`config.mk`:
```
export PLATFORM = sky130hd
export DESIGN_NAME = bb3_blur
export DESIGN_NICKNAME = d
export VERILOG_FILES = /design/src/hw/rtl/bb3_pkg.sv /design/src/hw/rtl/bb3_blur.sv
export SDC_FILE = /design/constraint.sdc
export NUM_CORES = 1
export LEC_CHECK = 0
export ABC_AREA = 1
export BUFFER_PORTS_ARGS = -buffer_cell sky130_fd_sc_hd__buf_2
export CAP_MARGIN = 5
export CORE_UTILIZATION = 55
export CTS_CLUSTER_SIZE = 20
export DETAILED_ROUTE_END_ITERATION = 8
export PLACE_DENSITY = 0.72
export SYNTH_ARGS = -nofsm -noshare
export SYNTH_HDL_FRONTEND = slang
export SYNTH_SLANG_ARGS = --single-unit
```
`constraint.sdc`:
```
create_clock -name clk -period 6.1 [get_ports clk]
set_input_delay 1.22 -clock clk [delete_from_list [all_inputs] [get_ports clk]]
set_output_delay 1.22 -clock clk [all_outputs]
set_load 0.1 [all_outputs]
```
`src/hw/rtl/bb3_pkg.sv`:
```
// Package for the 3x3 RGB box blur: shared types, constants and the divide-by-9 helper.
// No dependencies; every other file of the block but bb3_ram imports it.
package bb3_pkg;

    // Default line store depth (largest supported line width)
    localparam int BB3_MAX_WIDTH = 1024;

    // Configuration register layout
    localparam int CFG_IDX_W  = 1;
    localparam int CFG_DATA_W = 12;
    localparam int FW_W       = 11;
    localparam int FH_W       = 12;
    localparam logic [CFG_IDX_W-1:0] CFG_FRAME_WIDTH  = 1'd0;
    localparam logic [CFG_IDX_W-1:0] CFG_FRAME_HEIGHT = 1'd1;
    localparam logic [FW_W-1:0] FW_RESET = 11'd640;
    localparam logic [FH_W-1:0] FH_RESET = 12'd480;
    localparam int MIN_DIM = 3;

    // Output queue: power-of-two depth, room for two results kept free per item
    localparam int OQ_DEPTH = 8;
    localparam int OQ_PTR_W = $clog2(OQ_DEPTH);
    localparam int OQ_CNT_W = $clog2(OQ_DEPTH + 1);
    localparam int OQ_LIMIT = OQ_DEPTH - 2;

    // floor(s / 9) = (s * 3641) >> 15, exact for s below 32768
    localparam int SUM_W      = 12;
    localparam int DIV9_RECIP = 3641;
    localparam int DIV9_SHIFT = 15;

    typedef struct packed {
        logic [7:0] r;
        logic [7:0] g;
        logic [7:0] b;
    } rgb_t;

    // Per-channel sum of one window column (three bytes)
    typedef struct packed {
        logic [9:0] r;
        logic [9:0] g;
        logic [9:0] b;
    } colsum_t;

    // Per-channel sum over a whole window
    typedef struct packed {
        logic [SUM_W-1:0] r;
        logic [SUM_W-1:0] g;
        logic [SUM_W-1:0] b;
    } sums_t;

    // One result item
    typedef struct packed {
        rgb_t pix;
        logic last;
    } result_t;

    // Per-item command from the position control to the datapath
    typedef struct packed {
        logic valid;
        logic write;   // pixel item: line stores get written
        logic yge1;    // middle line holds data
        logic yge2;    // upper line holds data
        logic col0;    // first column: window restarts
        logic emit1;   // full 3-column result
        logic emit2;   // right-edge 2-column result
        logic last;    // right-edge result is last of frame
        rgb_t pix;
    } cmd_t;

    // Result flags traveling down the datapath
    typedef struct packed {
        logic emit1;
        logic emit2;
        logic last;
    } flags_t;

    // Results pushed into the output queue in one cycle
    typedef struct packed {
        logic [1:0] count;
        result_t    d0;
        result_t    d1;
    } push_t;

    function automatic logic [7:0] div9(input logic [SUM_W-1:0] s);
        logic [2*SUM_W-1:0] p;
        p = (2*SUM_W)'(s) * (2*SUM_W)'(DIV9_RECIP);
        return p[DIV9_SHIFT +: 8];
    endfunction

endpackage

```
`src/hw/rtl/bb3_blur.sv`:
```
// Blur datapath: line store write-back, column-sum window, window sums and divide by 9.
// Uses bb3_pkg.
module bb3_blur
    import bb3_pkg::*;
(
    input  logic  clk,
    input  logic  rst_n,
    input  cmd_t  cmd,
    input  rgb_t  upper_rd,
    input  rgb_t  middle_rd,
    output logic  line_we,
    output rgb_t  upper_wr,
    output rgb_t  middle_wr,
    output push_t push
);

    rgb_t    top, mid;
    colsum_t col_new;
    colsum_t win_reg [3];
    flags_t  s2_reg, s2_next, s3_reg;
    sums_t   sum1_reg, sum2_reg, sum1_next, sum2_next;
    result_t r1, r2;

    // Mask line stores that hold no data for this line yet
    always_comb
    begin
        top = cmd.yge2 ? upper_rd : '0;
        mid = cmd.yge1 ? middle_rd : '0;
        col_new.r = 10'(top.r) + 10'(mid.r) + 10'(cmd.pix.r);
        col_new.g = 10'(top.g) + 10'(mid.g) + 10'(cmd.pix.g);
        col_new.b = 10'(top.b) + 10'(mid.b) + 10'(cmd.pix.b);
    end

    // Read-modify-write: lines move up by one at this column
    assign line_we   = cmd.valid && cmd.write;
    assign upper_wr  = mid;
    assign middle_wr = cmd.pix;

    always_comb
    begin
        s2_next.emit1 = cmd.valid && cmd.emit1;
        s2_next.emit2 = cmd.valid && cmd.emit2;
        s2_next.last  = cmd.last;
    end

    // Window shift; the first column starts from an empty window
    always_ff @(posedge clk)
    begin
        if (cmd.valid)
        begin
            if (cmd.col0)
            begin
                win_reg[0] <= '0;
                win_reg[1] <= '0;
            end
            else
            begin
                win_reg[0] <= win_reg[1];
                win_reg[1] <= win_reg[2];
            end
            win_reg[2] <= col_new;
        end
    end

    // Window sums: all three columns, and the right two
    always_comb
    begin
        sum2_next.r = SUM_W'(win_reg[1].r) + SUM_W'(win_reg[2].r);
        sum2_next.g = SUM_W'(win_reg[1].g) + SUM_W'(win_reg[2].g);
        sum2_next.b = SUM_W'(win_reg[1].b) + SUM_W'(win_reg[2].b);
        sum1_next.r = sum2_next.r + SUM_W'(win_reg[0].r);
        sum1_next.g = sum2_next.g + SUM_W'(win_reg[0].g);
        sum1_next.b = sum2_next.b + SUM_W'(win_reg[0].b);
    end

    always_ff @(posedge clk)
    begin
        sum1_reg <= sum1_next;
        sum2_reg <= sum2_next;
    end

    always_ff @(posedge clk or negedge rst_n)
    begin
        if (!rst_n)
        begin
            s2_reg <= '0;
            s3_reg <= '0;
        end
        else
        begin
            s2_reg <= s2_next;
            s3_reg <= s2_reg;
        end
    end

    // Divide by 9 and hand results to the output queue
    always_comb
    begin
        r1.pix.r = div9(sum1_reg.r);
        r1.pix.g = div9(sum1_reg.g);
        r1.pix.b = div9(sum1_reg.b);
        r1.last  = 1'b0;
        r2.pix.r = div9(sum2_reg.r);
        r2.pix.g = div9(sum2_reg.g);
        r2.pix.b = div9(sum2_reg.b);
        r2.last  = s3_reg.last;
        push.count = 2'(s3_reg.emit1) + 2'(s3_reg.emit2);
        push.d0    = s3_reg.emit1 ? r1 : r2;
        push.d1    = r2;
    end

endmodule

```
==> results of run 1 <==
==> worst max-delay path: cells and delay by family (launching register included) <==
family                   cells  cell delay, ns
AO/OA/AOI/OAI                3            0.61
flip-flops                   1            0.36
AND/OR/NAND/NOR              4            0.37
buffers and inverters        4            0.48
adder cells (fa/ha/maj)      6            2.49
==> per-stage QoR <==
step / instance area, um^2 / setup slack, ns / hold WS (ns) / utilization / setup TNS, ns
after detailed placement: 25500 / 0.214 / 0.345 / 0.603 / 0
after floorplan: 23800 / 0.0619 / 0.331 / - / 0
after global placement: 25500 / 0.302 / 0.333 / 0.603 / 0
final: 26900 / 0.142 / 0.356 / 0.638 / 0
after global routing: 26900 / -0.0844 / 0.364 / 0.638 / -0.326
after CTS: 26200 / -0.0898 / 0.361 / 0.621 / -0.176
==> final cells by class <==
cell class	count	area share
Clock buffer	18	0.0159
Clock inverter	14	0.00576
Inverter	634	0.0883
Multi-Input combinational cell	2022	0.647
Sequential cell	165	0.161
Tap cell	539	0.0250
Timing Repair Buffer	209	0.0561
==> routing by layer <==
metal  up-vias  part of all wire  routed length, um
met5         -                 0                  0
met4         0             0.023               1270
met3        75             0.031               1720
met2       414              0.48              26200
met1      8843              0.46              25300
li1       9492                 -                  -
==> cell families after synthesis <==
group / synth area share
compound gates: 0.0700
flops: 0.179
xor+xnor: 0.0338
fa+ha+maj: 0.436
simple gates: 0.171
buf+inv: 0.111
==> worst max-delay path by stage <==
stage                          end  slack (ns)  cells past startpoint
final                     push[32]        0.14                     17
after CTS                 push[38]       -0.09                     21
after detailed placement  push[38]        0.21                     21
after global routing      push[37]       -0.08                     17
after global placement    push[27]        0.30                     18
after floorplan           push[44]        0.06                     17
==> placed cells by master, fill, tap and decap left out, drive strengths merged, types with 11 or more instances in the layout <==
cell,netlist,layout
a21o,21,21
a21oi,154,154
and2,19,19
buf,26,204
clkbuf,14,23
dfxtp,69,69
edfxtp,90,90
fa,219,219
ha,476,476
inv,633,642
nand2,489,489
nand3,152,152
nand3b,11,11
nand4,21,21
nor2,219,219
nor3,28,28
o21ai,50,50
o21bai,26,26
xnor2,31,31
xor2,58,58
==> what timing repair did <==
action                                  CTS  global route
endpoints found under the hold margin     0             0
setup buffers                             3            16
endpoints found under the setup margin   39            48
resized for setup                        61           183
gates cloned                              0             0
pin swaps                                 7            47
==> flow_summary.toml, run 1 <==
[setup_path]
cp-end-kind = "output pin"
crit_path_start_kind = "flip-flop"
r2r_slack_ns = 3.10
r2r_cells = 12
cp-startpoint = "sum1_reg[3]$_DFF_P_"
critPathSlowestCell = "fa_1"
critPathMaxFanout = 5
arrival_ns = 4.74
r2r_start = "win_reg[0][50]$_SDFFCE_PN0P_"
crit_required_ns = 4.88
worst-setup-path-type = "flip-flop to output pin"
path_cells = "buf_4 > fa_1 > ha_1 > inv_1 > fa_1 > inv_1 > fa_1 > ha_1 > ha_2 > a21o_1 > a21o_1 > a21oi_2 > nand2_1 > nand2_1 > nand3_1 > nand2_1 > buf_8"
r2r-end = "sum1_reg[32]$_DFF_P_"
slowest_delay_ns = 0.50

[global_route]
grt_usage = 0.254
met1_usage = 0.339
globalRouteMet3Util = 0.0233
grt_start_max_net_pins = 61
antenna_found_initial = 0
grt_pass1_vias = 19200
grt_pass1_wl_um = 90600
met2_usage = 0.440
grt.busiest_layer = "met2"
overflow = 0

[synthesis]
ys_warn_count = 0
async_flop_share = 0.0364
synthTopCellsByCount = "629 x inv_1, 482 x nand2_1, 476 x ha_1"
ys.flop_type = "edfxtp_1"
yosys-top-cells-area = "ha_1 25%, fa_1 18%, edfxtp_1 11%"
ys_types = 47
synth_cells = 2861
yosysTopAreaCell = "ha_1"
syn_nets = 3638
yosysMostFrequentCell = "inv_1"
ys_ff_latch = 165
avgSynthCellArea_um2 = 8.29
synth_top_area_frac = 0.251
synth-edff-count = 90
ys_seq_area_frac = 0.179
syn-cell-area_mm2 = 0.0237

[final_layout]
fillers = 3613
layoutNonFillerInstCount = 3601
drive_above_1_share = 0.143
antenna_cells = 0
multi_input_area_mm2 = 0.0174
nets = 3826
largest_reg_flops = 90
final-seq-area_mm2 = 0.00435
syn_to_final_growth_pct = 13.6

[clock_network]
cts_root_buf = "clkbuf_16"
htree_levels = 4
clk_latency_ns = 0.43
cts_made_buffers = 17
clk_pin_slew_ns = 0.07
cts_tree = "done"
cts_sinks = 165
clockBufferDepth = 2
ctsHoldBuffers = 0

[timing]
drv_slew = 0
period_needed_ns = 5.96
worst_pin_slew_ns = 0.787
fin_crit_sh = 0.977
finalHoldViolations = 0
max_freq_mhz = 168
slew_headroom = 0.476
setup_viol_count_final = 0
skew_ns = 0.0150
rsz0062_at_grt = "true"

[hold_path]
min_path_type = "flip-flop to flip-flop"
hp-start = "s2_reg[2]$_DFF_PN0_"
min_path_cells = 0
holdPathEnd = "s3_reg[2]$_DFF_PN0_"

[routing]
drt-vias-per-instance = 5.23
wl_per_cell_um = 15.2
firstDrtPassIters = 6
remaining_drc_errors = 0
antenna_left = 0
routed-via-count = 18800
drt_iter0_markers = 1095
totalWireLength_um = 54600

[floorplanning]
core_mm2 = 0.0422
num_io_pins = 183
die_w_um = 210
row_count = 75
die-area_mm2 = 0.0440
die_y_um = 210
start_util = 0.562

[job]
maxCapViolations = 0

[run_status]
status = "completed"

[place]
routabilityCongestion = 0.960
portBuffers = 182
dp_hpwl_um = 47000
dp.cells = 3550
Power of run 1 is left out: the tool's default activity adds up to more than one toggle a clock period on the data nets, which glitch-free logic cannot reach.
==> run 2: changes to the inputs <==
Settings changed: CORE_MARGIN set to 10.
==> flow_summary.toml, run 2 (same netlist as run 1, synthesis figures left out) <==
[run_status]
status = "completed"

[place]
portBuffers = 182
pre_cts_ws_ns = 0.196
dpl-instance-area_mm2 = 0.0255
dp_hpwl_um = 48000
routabilityCongestion = 0.932
dp.cells = 3595

[global_route]
grt_pass1_wl_um = 92100
grt_pass1_vias = 19500
grt.busiest_layer = "met2"
met1_usage = 0.282
globalRouteMet3Util = 0.0255
antenna_found_initial = 0
grt_usage = 0.217
grt_start_max_net_pins = 61
met2_usage = 0.379
overflow = 0

[clock_network]
cts_tree = "done"
cts_sinks = 165
cts_made_buffers = 17
clockBufferDepth = 2
clk_latency_ns = 0.44
clk_pin_slew_ns = 0.07
cts_root_buf = "clkbuf_16"
ctsHoldBuffers = 0
htree_levels = 4

[setup_path]
crit_path_start_kind = "flip-flop"
slowest_delay_ns = 0.55
critPathSlowestCell = "fa_1"
cp-end-kind = "output pin"
path_cells = "inv_4 > fa_1 > inv_2 > ha_4 > inv_2 > fa_1 > inv_1 > fa_1 > inv_2 > fa_1 > inv_2 > ha_4 > a21o_1 > a21oi_2 > buf_4 > buf_4 > nand2_1 > nand2_1 > nand3_1 > nand2_2 > buf_12"
r2r-end = "sum1_reg[33]$_DFF_P_"
r2r_cells = 13
r2r_slack_ns = 3.03
arrival_ns = 4.75
crit_required_ns = 4.88
worst-setup-path-type = "flip-flop to output pin"
r2r_start = "win_reg[0][50]$_SDFFCE_PN0P_"
critPathMaxFanout = 4

[timing]
slew_headroom = 0.215
finalHoldViolations = 0
skew_ns = 0.0178
max_freq_mhz = 168
period_needed_ns = 5.97
setup_viol_count_final = 0
worst_pin_slew_ns = 1.18
worst_slack_ns = 0.135
drv_slew = 0
fin_crit_sh = 0.978

[routing]
routed-via-count = 18800
drt-vias-per-instance = 5.16
firstDrtPassIters = 7
antenna_left = 0
totalWireLength_um = 55800
drt_iter0_markers = 1067
remaining_drc_errors = 0
wl_per_cell_um = 15.3

[floorplanning]
start_util = 0.553
row_count = 76
die_w_um = 228
core_mm2 = 0.0429
num_io_pins = 183
die-area_mm2 = 0.0518
die_y_um = 228

[hold_path]
holdPathEnd = "s3_reg[1]$_DFF_PN0_"
hp-start = "s2_reg[1]$_DFF_PN0_"
min_path_type = "flip-flop to flip-flop"
min_path_cells = 0

[final_layout]
stdcell_area_mm2 = 0.0272
syn_to_final_growth_pct = 14.7
antenna_cells = 0
fillers = 3618
nets = 3827
layout_commonest_cell = "inv_1"
largest_reg_flops = 90
final_cell_mix = "614 x inv_1, 454 x nand2_1, 441 x ha_1"
layoutNonFillerInstCount = 3648
drive_above_1_share = 0.152

[job]
maxCapViolations = 0
==> run 2: changes by cell type in the layout (fill, tap and decap cells not counted), moves of 6 or more <==
cell | before | now
nand2_1 | 464 | 454
nand2_2 | 23 | 33
clkinv_8 | 0 | 7
ha_1 | 448 | 441
ha_4 | 19 | 26
dfxtp_2 | 33 | 39
==> run 2: repair_timing <==
action / CTS / global route
buffers inserted: 5 / 16
hold endpoints to repair: 0 / 0
setup endpoints to repair: 41 / 48
pin swaps: 11 / 60
gates resized for setup: 79 / 182
==> run 2: metal layers <==
| layer | vias up | part of all wire |
|---|---|---|
| met4 | 0 | 0.021 |
| met3 | 62 | 0.042 |
| li1 | 9486 | - |
| met1 | 8844 | 0.45 |
| met2 | 436 | 0.49 |
| met5 | - | 0 |
==> run 2: how the worst max path moves through the flow <==
stage                                    start       end  slack (ns)  cells after the start
after floorplan           sum2_reg[29]$_DFF_P_  push[44]        0.06                     17
after global placement    sum1_reg[21]$_DFF_P_  push[38]        0.24                     21
after detailed placement  sum1_reg[21]$_DFF_P_  push[38]        0.20                     21
after CTS                  sum1_reg[1]$_DFF_P_  push[30]       -0.02                     21
after global routing      sum2_reg[32]$_DFF_P_  push[45]       -0.04                     17
final                     sum1_reg[20]$_DFF_P_  push[34]        0.13                     21
==> run 2: metrics by stage <==
| stage | utilization | hold slack, ns | setup TNS (ns) |
|---|---|---|---|
| after floorplan | - | 0.331 | 0 |
| after global placement | 0.596 | 0.332 | 0 |
| after detailed placement | 0.596 | 0.335 | 0 |
| after CTS | 0.616 | 0.351 | -0.0442 |
| after global routing | 0.634 | 0.358 | -0.228 |
| final | 0.634 | 0.350 | 0 |
==> run 2: worst max-delay path: cells and delay by family, from the launching register on <==
| kind | cells | cell delay (ns) |
|---|---|---|
| adders and majority gates | 6 | 2.52 |
| buffers and inverters | 9 | 0.65 |
| DFF | 1 | 0.39 |
| AOI/OAI and AO/OA | 2 | 0.38 |
| and+or+nand+nor | 4 | 0.37 |
==> run 2: final cells by class <==
type | instances | area (um^2) | area share
timing repair buffer | 210 | 1530 | 0.0562
inverter | 634 | 2380 | 0.0876
multi-input combinational | 2022 | 17600 | 0.646
sequential | 165 | 4350 | 0.160
clock inverter | 15 | 199 | 0.00732
tap | 585 | 732 | 0.0269
clock buffer | 17 | 425 | 0.0156
Power of run 2 is left out for the same reason.
