File: src/hw/rtl/bb3_pkg.sv
// Package for the 3x3 RGB box blur: shared types, constants and the divide-by-9 helper.
// No dependencies; every other file of the block but bb3_ram imports it.
package bb3_pkg;

    // Default line store depth (largest supported line width)
    localparam int BB3_MAX_WIDTH = 1024;

    // Configuration register layout
    localparam int CFG_IDX_W  = 1;
    localparam int CFG_DATA_W = 12;
    localparam int FW_W       = 11;
    localparam int FH_W       = 12;
    localparam logic [CFG_IDX_W-1:0] CFG_FRAME_WIDTH  = 1'd0;
    localparam logic [CFG_IDX_W-1:0] CFG_FRAME_HEIGHT = 1'd1;
    localparam logic [FW_W-1:0] FW_RESET = 11'd640;
    localparam logic [FH_W-1:0] FH_RESET = 12'd480;
    localparam int MIN_DIM = 3;

    // Output queue: power-of-two depth, room for two results kept free per item
    localparam int OQ_DEPTH = 8;
    localparam int OQ_PTR_W = $clog2(OQ_DEPTH);
    localparam int OQ_CNT_W = $clog2(OQ_DEPTH + 1);
    localparam int OQ_LIMIT = OQ_DEPTH - 2;

    // floor(s / 9) = (s * 3641) >> 15, exact for s below 32768
    localparam int SUM_W      = 12;
    localparam int DIV9_RECIP = 3641;
    localparam int DIV9_SHIFT = 15;

    typedef struct packed {
        logic [7:0] r;
        logic [7:0] g;
        logic [7:0] b;
    } rgb_t;

    // Per-channel sum of one window column (three bytes)
    typedef struct packed {
        logic [9:0] r;
        logic [9:0] g;
        logic [9:0] b;
    } colsum_t;

    // Per-channel sum over a whole window
    typedef struct packed {
        logic [SUM_W-1:0] r;
        logic [SUM_W-1:0] g;
        logic [SUM_W-1:0] b;
    } sums_t;

    // One result item
    typedef struct packed {
        rgb_t pix;
        logic last;
    } result_t;

    // Per-item command from the position control to the datapath
    typedef struct packed {
        logic valid;
        logic write;   // pixel item: line stores get written
        logic yge1;    // middle line holds data
        logic yge2;    // upper line holds data
        logic col0;    // first column: window restarts
        logic emit1;   // full 3-column result
        logic emit2;   // right-edge 2-column result
        logic last;    // right-edge result is last of frame
        rgb_t pix;
    } cmd_t;

    // Result flags traveling down the datapath
    typedef struct packed {
        logic emit1;
        logic emit2;
        logic last;
    } flags_t;

    // Results pushed into the output queue in one cycle
    typedef struct packed {
        logic [1:0] count;
        result_t    d0;
        result_t    d1;
    } push_t;

    function automatic logic [7:0] div9(input logic [SUM_W-1:0] s);
        logic [2*SUM_W-1:0] p;
        p = (2*SUM_W)'(s) * (2*SUM_W)'(DIV9_RECIP);
        return p[DIV9_SHIFT +: 8];
    endfunction

endpackage

File: src/hw/rtl/bb3_fifo.sv
// Output queue for result items: up to two pushes and one pop per cycle.
// Uses bb3_pkg; overflow is prevented by the credit count in bb3_ctl.
module bb3_fifo
    import bb3_pkg::*;
(
    input  logic    clk,
    input  logic    rst_n,
    input  push_t   push,
    input  logic    pop,
    output logic    out_valid,
    output result_t out_data
);

    result_t             slot_reg [OQ_DEPTH];
    logic [OQ_PTR_W-1:0] wr_reg, rd_reg;
    logic [OQ_CNT_W-1:0] cnt_reg;

    // Storage
    always_ff @(posedge clk)
    begin
        if (push.count != 2'd0)
        begin
            slot_reg[wr_reg] <= push.d0;
        end
        if (push.count == 2'd2)
        begin
            slot_reg[wr_reg + OQ_PTR_W'(1)] <= push.d1;
        end
    end

    // Pointers and fill count
    always_ff @(posedge clk or negedge rst_n)
    begin
        if (!rst_n)
        begin
            wr_reg  <= '0;
            rd_reg  <= '0;
            cnt_reg <= '0;
        end
        else
        begin
            wr_reg  <= wr_reg + OQ_PTR_W'(push.count);
            rd_reg  <= rd_reg + OQ_PTR_W'(pop);
            cnt_reg <= cnt_reg + OQ_CNT_W'(push.count) - OQ_CNT_W'(pop);
        end
    end

    assign out_valid = (cnt_reg != '0);
    assign out_data  = slot_reg[rd_reg];

endmodule

File: config.mk
export PLATFORM = sky130hd
export DESIGN_NAME = bb3_fifo
export DESIGN_NICKNAME = d
export VERILOG_FILES = /design/src/hw/rtl/bb3_pkg.sv /design/src/hw/rtl/bb3_fifo.sv
export SDC_FILE = /design/constraint.sdc
export NUM_CORES = 1
export LEC_CHECK = 0
export BUFFER_PORTS_ARGS = -buffer_cell sky130_fd_sc_hd__buf_2
export CAP_MARGIN = 20
export CORE_AREA = 3 3 158 160
export CTS_BUF_LIST = sky130_fd_sc_hd__clkbuf_2
export CTS_CLUSTER_DIAMETER = 30
export CTS_CLUSTER_SIZE = 24
export DETAILED_ROUTE_END_ITERATION = 10
export DIE_AREA = 0 0 161 163
export GPL_ROUTABILITY_DRIVEN = 0
export GPL_TIMING_DRIVEN = 0
export PLACE_DENSITY_LB_ADDON = 0.2
export SLEW_MARGIN = 40
export SYNTH_ARGS = -nofsm -noshare
export SYNTH_HDL_FRONTEND = slang
export SYNTH_SLANG_ARGS = --single-unit
File: constraint.sdc
create_clock -name clk -period 3.1 [get_ports clk]
set_clock_uncertainty 0.15 [all_clocks]
set_input_delay 0 -clock clk [delete_from_list [all_inputs] [get_ports clk]]
set_output_delay 0 -clock clk [all_outputs]
set_load 0.02 [all_outputs]
==> impl_metrics.json, run 1 <==
{
  "run_status": "complete, no violations",
  "final_antenna_net_count": 0,
  "design.die.area_um2": 26200,
  "finish.net_count": 908,
  "hold_path.class": "in2reg",
  "yosys_register_bits": 210,
  "worst_case_register_to_register_setup_slack_ps": 60,
  "grt_first_pass_wirelength_um": 41200,
  "critical_path.startpoint": "wr_reg[1]",
  "rsz0062_at_grt": "yes",
  "pre_cts_slack_ps": 87.0,
  "wl_per_cell_um": 22.3,
  "floorplan.rows": 56,
  "netlist.top_cell.by_area": "sky130_fd_sc_hd__edfxtp_1",
  "synthFlopType": "sky130_fd_sc_hd__edfxtp_1",
  "ranking_of_synthesized_cells_by_area": "sky130_fd_sc_hd__edfxtp_1 57%, sky130_fd_sc_hd__mux2_2 24%, sky130_fd_sc_hd__mux4_2 11%",
  "timing_worst_slew_pin_value_ps": 869,
  "postRouteWirelength_um": 26700,
  "ios": 81,
  "regToRegStartpoint": "wr_reg[1]",
  "p_leak_nw": 4.85,
  "syn-mean-instance-area_um2": 18.3,
  "remaining_drc_errors": 0,
  "synth_edf_count": 200,
  "clock_path_buffers": 3,
  "mappedNetlistNets": 644,
  "cap_viol_max_count": 0,
  "path_max_fanout": 10,
  "vdd_drop_max_mv": 0.510,
  "fp.dieH_um": 163,
  "htreeDepth": 2,
  "synthMostInstantiatedCell": "sky130_fd_sc_hd__mux2_2",
  "via_per_inst": 5.40,
  "place.port_buffers": 80,
  "design.core.area_um2": 23500,
  "setup-violations-final": 0,
  "grt_start_max_net_pins": 12,
  "worst_setup_path_endpoint": "slot_reg[2][15]",
  "synthesis.instances": 577,
  "hold_viol_final": 0,
  "post_synth_num_cell_types": 31,
  "antenna_violations_before_repair": 1,
  "tritoncts": "yes",
  "worstPathRequired_ps": 3440,
  "ff2ff_path_depth": 5,
  "post-synth-top-area-fraction": 0.568,
  "max_transition_viols_final": 0,
  "worstSetupEndpointType": "register",
  "dr.pass1.iters": 4,
  "synthArstFlopShare": 0.0476,
  "tritoncts_num_sinks": 210,
  "worst_setup_path_start_kind": "register",
  "grtUsageTotal": 0.208,
  "synthesis.area_um2": 10600,
  "source_to_sink_clock_delay_at_the_later_pin_of_the_worst_skew_pair_ps": 750,
  "timing.setup.tns_ps": 0,
  "fp.dieW_um": 161,
  "areaGrowthSynthToFinish_pct": 27.1,
  "drt_first_iter_violations": 390,
  "final_layout_size_suffix_gt1_frac": 0.569,
  "seq_area_frac_synth": 0.592,
  "finalCritPeriodShare": 0.980,
  "cts_root_buf": "sky130_fd_sc_hd__clkbuf_2",
  "ys.warnings.count": 0,
  "dr_total_vias": 6469,
  "max_freq_mhz": 329,
  "total_power_mw": 11.6,
  "largest_register_ffs": 200,
  "dp_hpwl_um": 17200,
  "hp-start": "push[17]",
  "layout_min_cycle_time_ps": 3040,
  "grt_pass1_vias": 7156,
  "clk_pin_slew_worst_paths_ps": 150,
  "crit-reg2reg-capture": "slot_reg[2][15]",
  "cts-buffers-inserted": 47,
  "start_util": 0.449,
  "grt_remaining_overflow": 0,
  "cp_data_arrival_time_ps": 3380,
  "slew_headroom": 0.420,
  "power_density_of_the_placed_cells_nw_per_um2": 861,
  "synth_common_cells": "225 x sky130_fd_sc_hd__mux2_2, 200 x sky130_fd_sc_hd__edfxtp_1, 50 x sky130_fd_sc_hd__mux4_2",
  "worst_setup_path_type": "reg2reg",
  "finalWorstSetupSlack_ps": 62.2
}
[where the power goes]
part / leakage [nW] / switching, mW / total (mW) / internal, mW
Sequential: 1.95 / 0.206 / 4.36 / 4.16
Combinational: 2.54 / 2.83 / 5.20 / 2.36
Clock: 0.354 / 1.15 / 2.02 / 0.861
Total: 4.85 / 4.19 / 11.6 / 7.38
[worst min-delay path by stage]
stage / endpoint / slack (ps) / depth (start not counted)
2_1_floorplan: cnt_reg[0] / -450 / 0
3_3_place_gp: cnt_reg[2] / -280 / 1
3_5_place_dp: cnt_reg[3] / -270 / 1
4_1_cts: slot_reg[7][17] / 0.08 / 3
5_1_grt: slot_reg[5][17] / 2 / 3
6_report: slot_reg[2][17] / 70 / 3
[routing by layer]
metal	vias up	wire (µm)	GRT usage
li1	2919	-	-
met1	3307	11100	0.272
met2	198	13700	0.360
met3	45	1390	0.0348
met4	0	566	0.0630
met5	-	0	0
[metrics by stage]
| stage | utilization | cell area [µm²] | std cells | hold slack [ps] |
|---|---|---|---|---|
| floorplan | - | 10600 | 577 | -446 |
| global placement | 0.483 | 11400 | 976 | -276 |
| CTS | 0.571 | 13400 | 1197 | 0.0816 |
| detailed placement | 0.498 | 11700 | 995 | -267 |
| finish | 0.571 | 13400 | 1198 | 69.9 |
| global route | 0.571 | 13400 | 1198 | 1.53 |
[worst max-delay path, cell delays in order, from the launching register on]
cell and delay (ps):
sky130_fd_sc_hd__dfrtp_1 500, sky130_fd_sc_hd__ha_1 450, sky130_fd_sc_hd__nand4b_1 350, sky130_fd_sc_hd__nor2_2 510, sky130_fd_sc_hd__buf_2 430, sky130_fd_sc_hd__mux2_2 380
[final cells by class]
type | instances | area [µm²]
Clock buffer | 54 | 270
Antenna cell | 1 | 2.50
Multi-Input combinational cell | 321 | 4190
Clock inverter | 32 | 259
Tap cell | 319 | 399
Sequential cell | 210 | 6260
Inverter | 14 | 52.6
Timing Repair Buffer | 215 | 1830
Fill cell | 1868 | 10100
Buffer | 32 | 188
[placed cells by master, fill, tap and decap left out, drive strengths merged]
master	instances
dfrtp	10
clkinv	24
xor2	3
nand4b	1
o21bai	1
clkbuf	65
dlygate4sd3	116
ha	10
mux4	50
o21ai	5
and4bb	1
inv	14
nand3	3
buf	120
o22ai	2
diode	1
o31ai	2
xnor2	3
nor2	2
fa	2
mux2	225
a21o	1
a21oi	1
clkinvlp	4
nor3b	1
nand2	6
nand2b	1
nor4b	1
bufinv	4
edfxtp	200
[timing repair]
action / in CTS / in global routing
setup endpoints to repair: 25 / 25
endpoints found under the hold margin: 234 / 0
setup buffers: 0 / 0
gates resized for setup: 6 / 1
hold buffers: 116 / 0
[kinds of logic (layout without fill, tap and decap cells)]
kind of cell,after synthesis,after routing,share of synthesized area
mux,275,275,0.346
flops,210,210,0.592
buf+inv,46,347,0.0217
simple gates,16,16,0.0114
fa+ha+maj,12,12,0.0156
compound gates,12,12,0.00686
xor+xnor,6,6,0.00639
other cells,0,1,0
Power figures use the tool's default switching activity.
==> run 2: changes to the inputs <==
--- a/config.mk
+++ b/config.mk
@@ -7,12 +7,14 @@
 export LEC_CHECK = 0
 export BUFFER_PORTS_ARGS = -buffer_cell sky130_fd_sc_hd__buf_2
 export CAP_MARGIN = 20
-export CORE_AREA = 3 3 158 160
+export CELL_PAD_IN_SITES_DETAIL_PLACEMENT = 0
+export CELL_PAD_IN_SITES_GLOBAL_PLACEMENT = 2
+export CORE_AREA = 3 3 161 163
 export CTS_BUF_LIST = sky130_fd_sc_hd__clkbuf_2
 export CTS_CLUSTER_DIAMETER = 30
 export CTS_CLUSTER_SIZE = 24
 export DETAILED_ROUTE_END_ITERATION = 10
-export DIE_AREA = 0 0 161 163
+export DIE_AREA = 0 0 164 166
 export GPL_ROUTABILITY_DRIVEN = 0
 export GPL_TIMING_DRIVEN = 0
 export PLACE_DENSITY_LB_ADDON = 0.2
==> run 2 against run 1 <==
Effect of this change:
- via count is 0.51% lower
- setup slack improved by 12 ps
- clock power rose by 25%
- critical path type unchanged
- largest cell class unchanged
- largest power group unchanged
==> impl_metrics.json, run 2 (same netlist as run 1, synthesis figures left out) <==
{
  "holdPathStages": 5,
  "path_max_fanout": 12,
  "grt_pass1_vias": 7178,
  "critical_path.startpoint": "wr_reg[1]",
  "grt_remaining_overflow": 0,
  "htreeDepth": 2,
  "design.die.area_um2": 27200,
  "crit-reg2reg-capture": "slot_reg[7][10]",
  "vdd_drop_max_mv": 0.424,
  "clock_path_buffers": 3,
  "layout_common_cells": "225 x sky130_fd_sc_hd__mux2_2, 200 x sky130_fd_sc_hd__edfxtp_1, 116 x sky130_fd_sc_hd__dlygate4sd3_1",
  "hold_path.class": "in2reg",
  "timing_worst_slew_pin_value_ps": 828,
  "largest_register_ffs": 200,
  "dr_total_vias": 6436,
  "hp-start": "pop",
  "place.port_buffers": 80,
  "worst_case_register_to_register_setup_slack_ps": 70,
  "worstPathRequired_ps": 3460,
  "hold_viol_final": 0,
  "postLayoutCoreUtil": 0.558,
  "timing.setup.tns_ps": 0,
  "tritoncts": "yes",
  "cts-buffers-inserted": 51,
  "tritoncts_num_sinks": 210,
  "start_util": 0.432,
  "final_layout_size_suffix_gt1_frac": 0.571,
  "source_to_sink_clock_delay_at_the_later_pin_of_the_worst_skew_pair_ps": 810,
  "worst_setup_path_type": "reg2reg",
  "worstSetupEndpointType": "register",
  "drt_first_iter_violations": 427,
  "grt_start_max_net_pins": 14,
  "design.core.area_um2": 24500,
  "final.fill_count": 1984,
  "power_density_of_the_placed_cells_nw_per_um2": 893,
  "worst_setup_path_start_kind": "register",
  "dp_hpwl_um": 17400,
  "slew_headroom": 0.447,
  "clk_pin_slew_worst_paths_ps": 120,
  "run_status": "complete, no violations",
  "final_antenna_net_count": 0,
  "layout_min_cycle_time_ps": 3030,
  "max_transition_viols_final": 0,
  "most_common_cell_after_layout_fill_and_taps_aside": "sky130_fd_sc_hd__mux2_2",
  "cts_root_buf": "sky130_fd_sc_hd__clkbuf_2",
  "areaGrowthSynthToFinish_pct": 29.1,
  "max_freq_mhz": 330,
  "postRouteWirelength_um": 27400,
  "remaining_drc_errors": 0,
  "timing.hold.worst_endpoint": "cnt_reg[0]",
  "via_per_inst": 5.31,
  "grtUsageTotal": 0.207,
  "p_leak_nw": 4.95,
  "wl_per_cell_um": 22.6,
  "grt_first_pass_wirelength_um": 42000,
  "antenna_violations_before_repair": 2,
  "cp_data_arrival_time_ps": 3390,
  "ff2ff_path_depth": 7,
  "cap_viol_max_count": 0,
  "finalCritPeriodShare": 0.976,
  "floorplan.rows": 57,
  "ios": 81,
  "finish.net_count": 911,
  "fp.dieH_um": 166,
  "regToRegStartpoint": "wr_reg[1]",
  "fp.dieW_um": 164,
  "setup-violations-final": 0,
  "dr.pass1.iters": 5,
  "rsz0062_at_grt": "yes"
}
## run 2: final cells by class
class	count	area (µm²)	share of cell area
flip-flops and latches	210	6260	0.458
multi-input cells	321	4210	0.308
repair buffers	215	1830	0.134
well taps	324	405	0.0297
clock inverters	33	375	0.0275
clock buffers	61	305	0.0224
plain buffers	31	211	0.0155
inverters	14	52.6	0.00385
diodes	2	5.00	0.000367
## run 2: routing by layer
metal  vias to the layer above  global-route usage  part of all wire
met5                         -                   0                 0
met4                         0              0.0618             0.023
met3                        52              0.0362             0.045
met2                       169               0.343              0.50
met1                      3285               0.280              0.43
li1                       2930                   -                 -
## run 2: where the power goes
part           leakage (nW)  switching [mW]  total (mW)  internal [mW]
logic                  2.56            2.87        5.30           2.43
clock network         0.441            1.19        2.52           1.33
registers              1.95           0.216        4.37           4.16
total                  4.95            4.28        12.2           7.91
## run 2: worst max-delay path by stage
stage                      endpoint  slack, ps  cells past startpoint
floorplan            slot_reg[4][0]         20                      2
global placement    slot_reg[3][13]      -2290                      2
detailed placement  slot_reg[2][21]        110                      5
CTS                    out_data[22]        -60                      5
global route        slot_reg[7][17]        -40                      7
finish              slot_reg[7][10]         70                      7
## run 2: stage by stage
step / worst slack (ps) / total power [mW] / area, µm² / cells / hold slack [ps]
CTS: -56.2 / 12.3 / 13600 / 1209 / 2.17
global route: -37.0 / 12.9 / 13600 / 1210 / 37.2
finish: 73.8 / 12.2 / 13700 / 1211 / 88.4
floorplan: 18.3 / 7.67 / 10600 / 577 / -446
detailed placement: 111 / 9.63 / 11700 / 999 / -255
global placement: -2290 / 9.17 / 11400 / 981 / -264
## run 2: worst max-delay path, stage by stage (launching register included)
cell                      delay [ps]
sky130_fd_sc_hd__dfrtp_1         530
sky130_fd_sc_hd__ha_1            380
sky130_fd_sc_hd__xor2_2          410
sky130_fd_sc_hd__nand3_2         380
sky130_fd_sc_hd__buf_6           300
sky130_fd_sc_hd__o21ai_4         160
sky130_fd_sc_hd__buf_8           220
sky130_fd_sc_hd__buf_16          170
## run 2: timing repair
item	4_1_cts	5_1_grt
buffers inserted	0	1
hold buffers	116	0
endpoints found under the hold margin	253	0
setup endpoints to repair	25	47
gates resized for setup	7	17
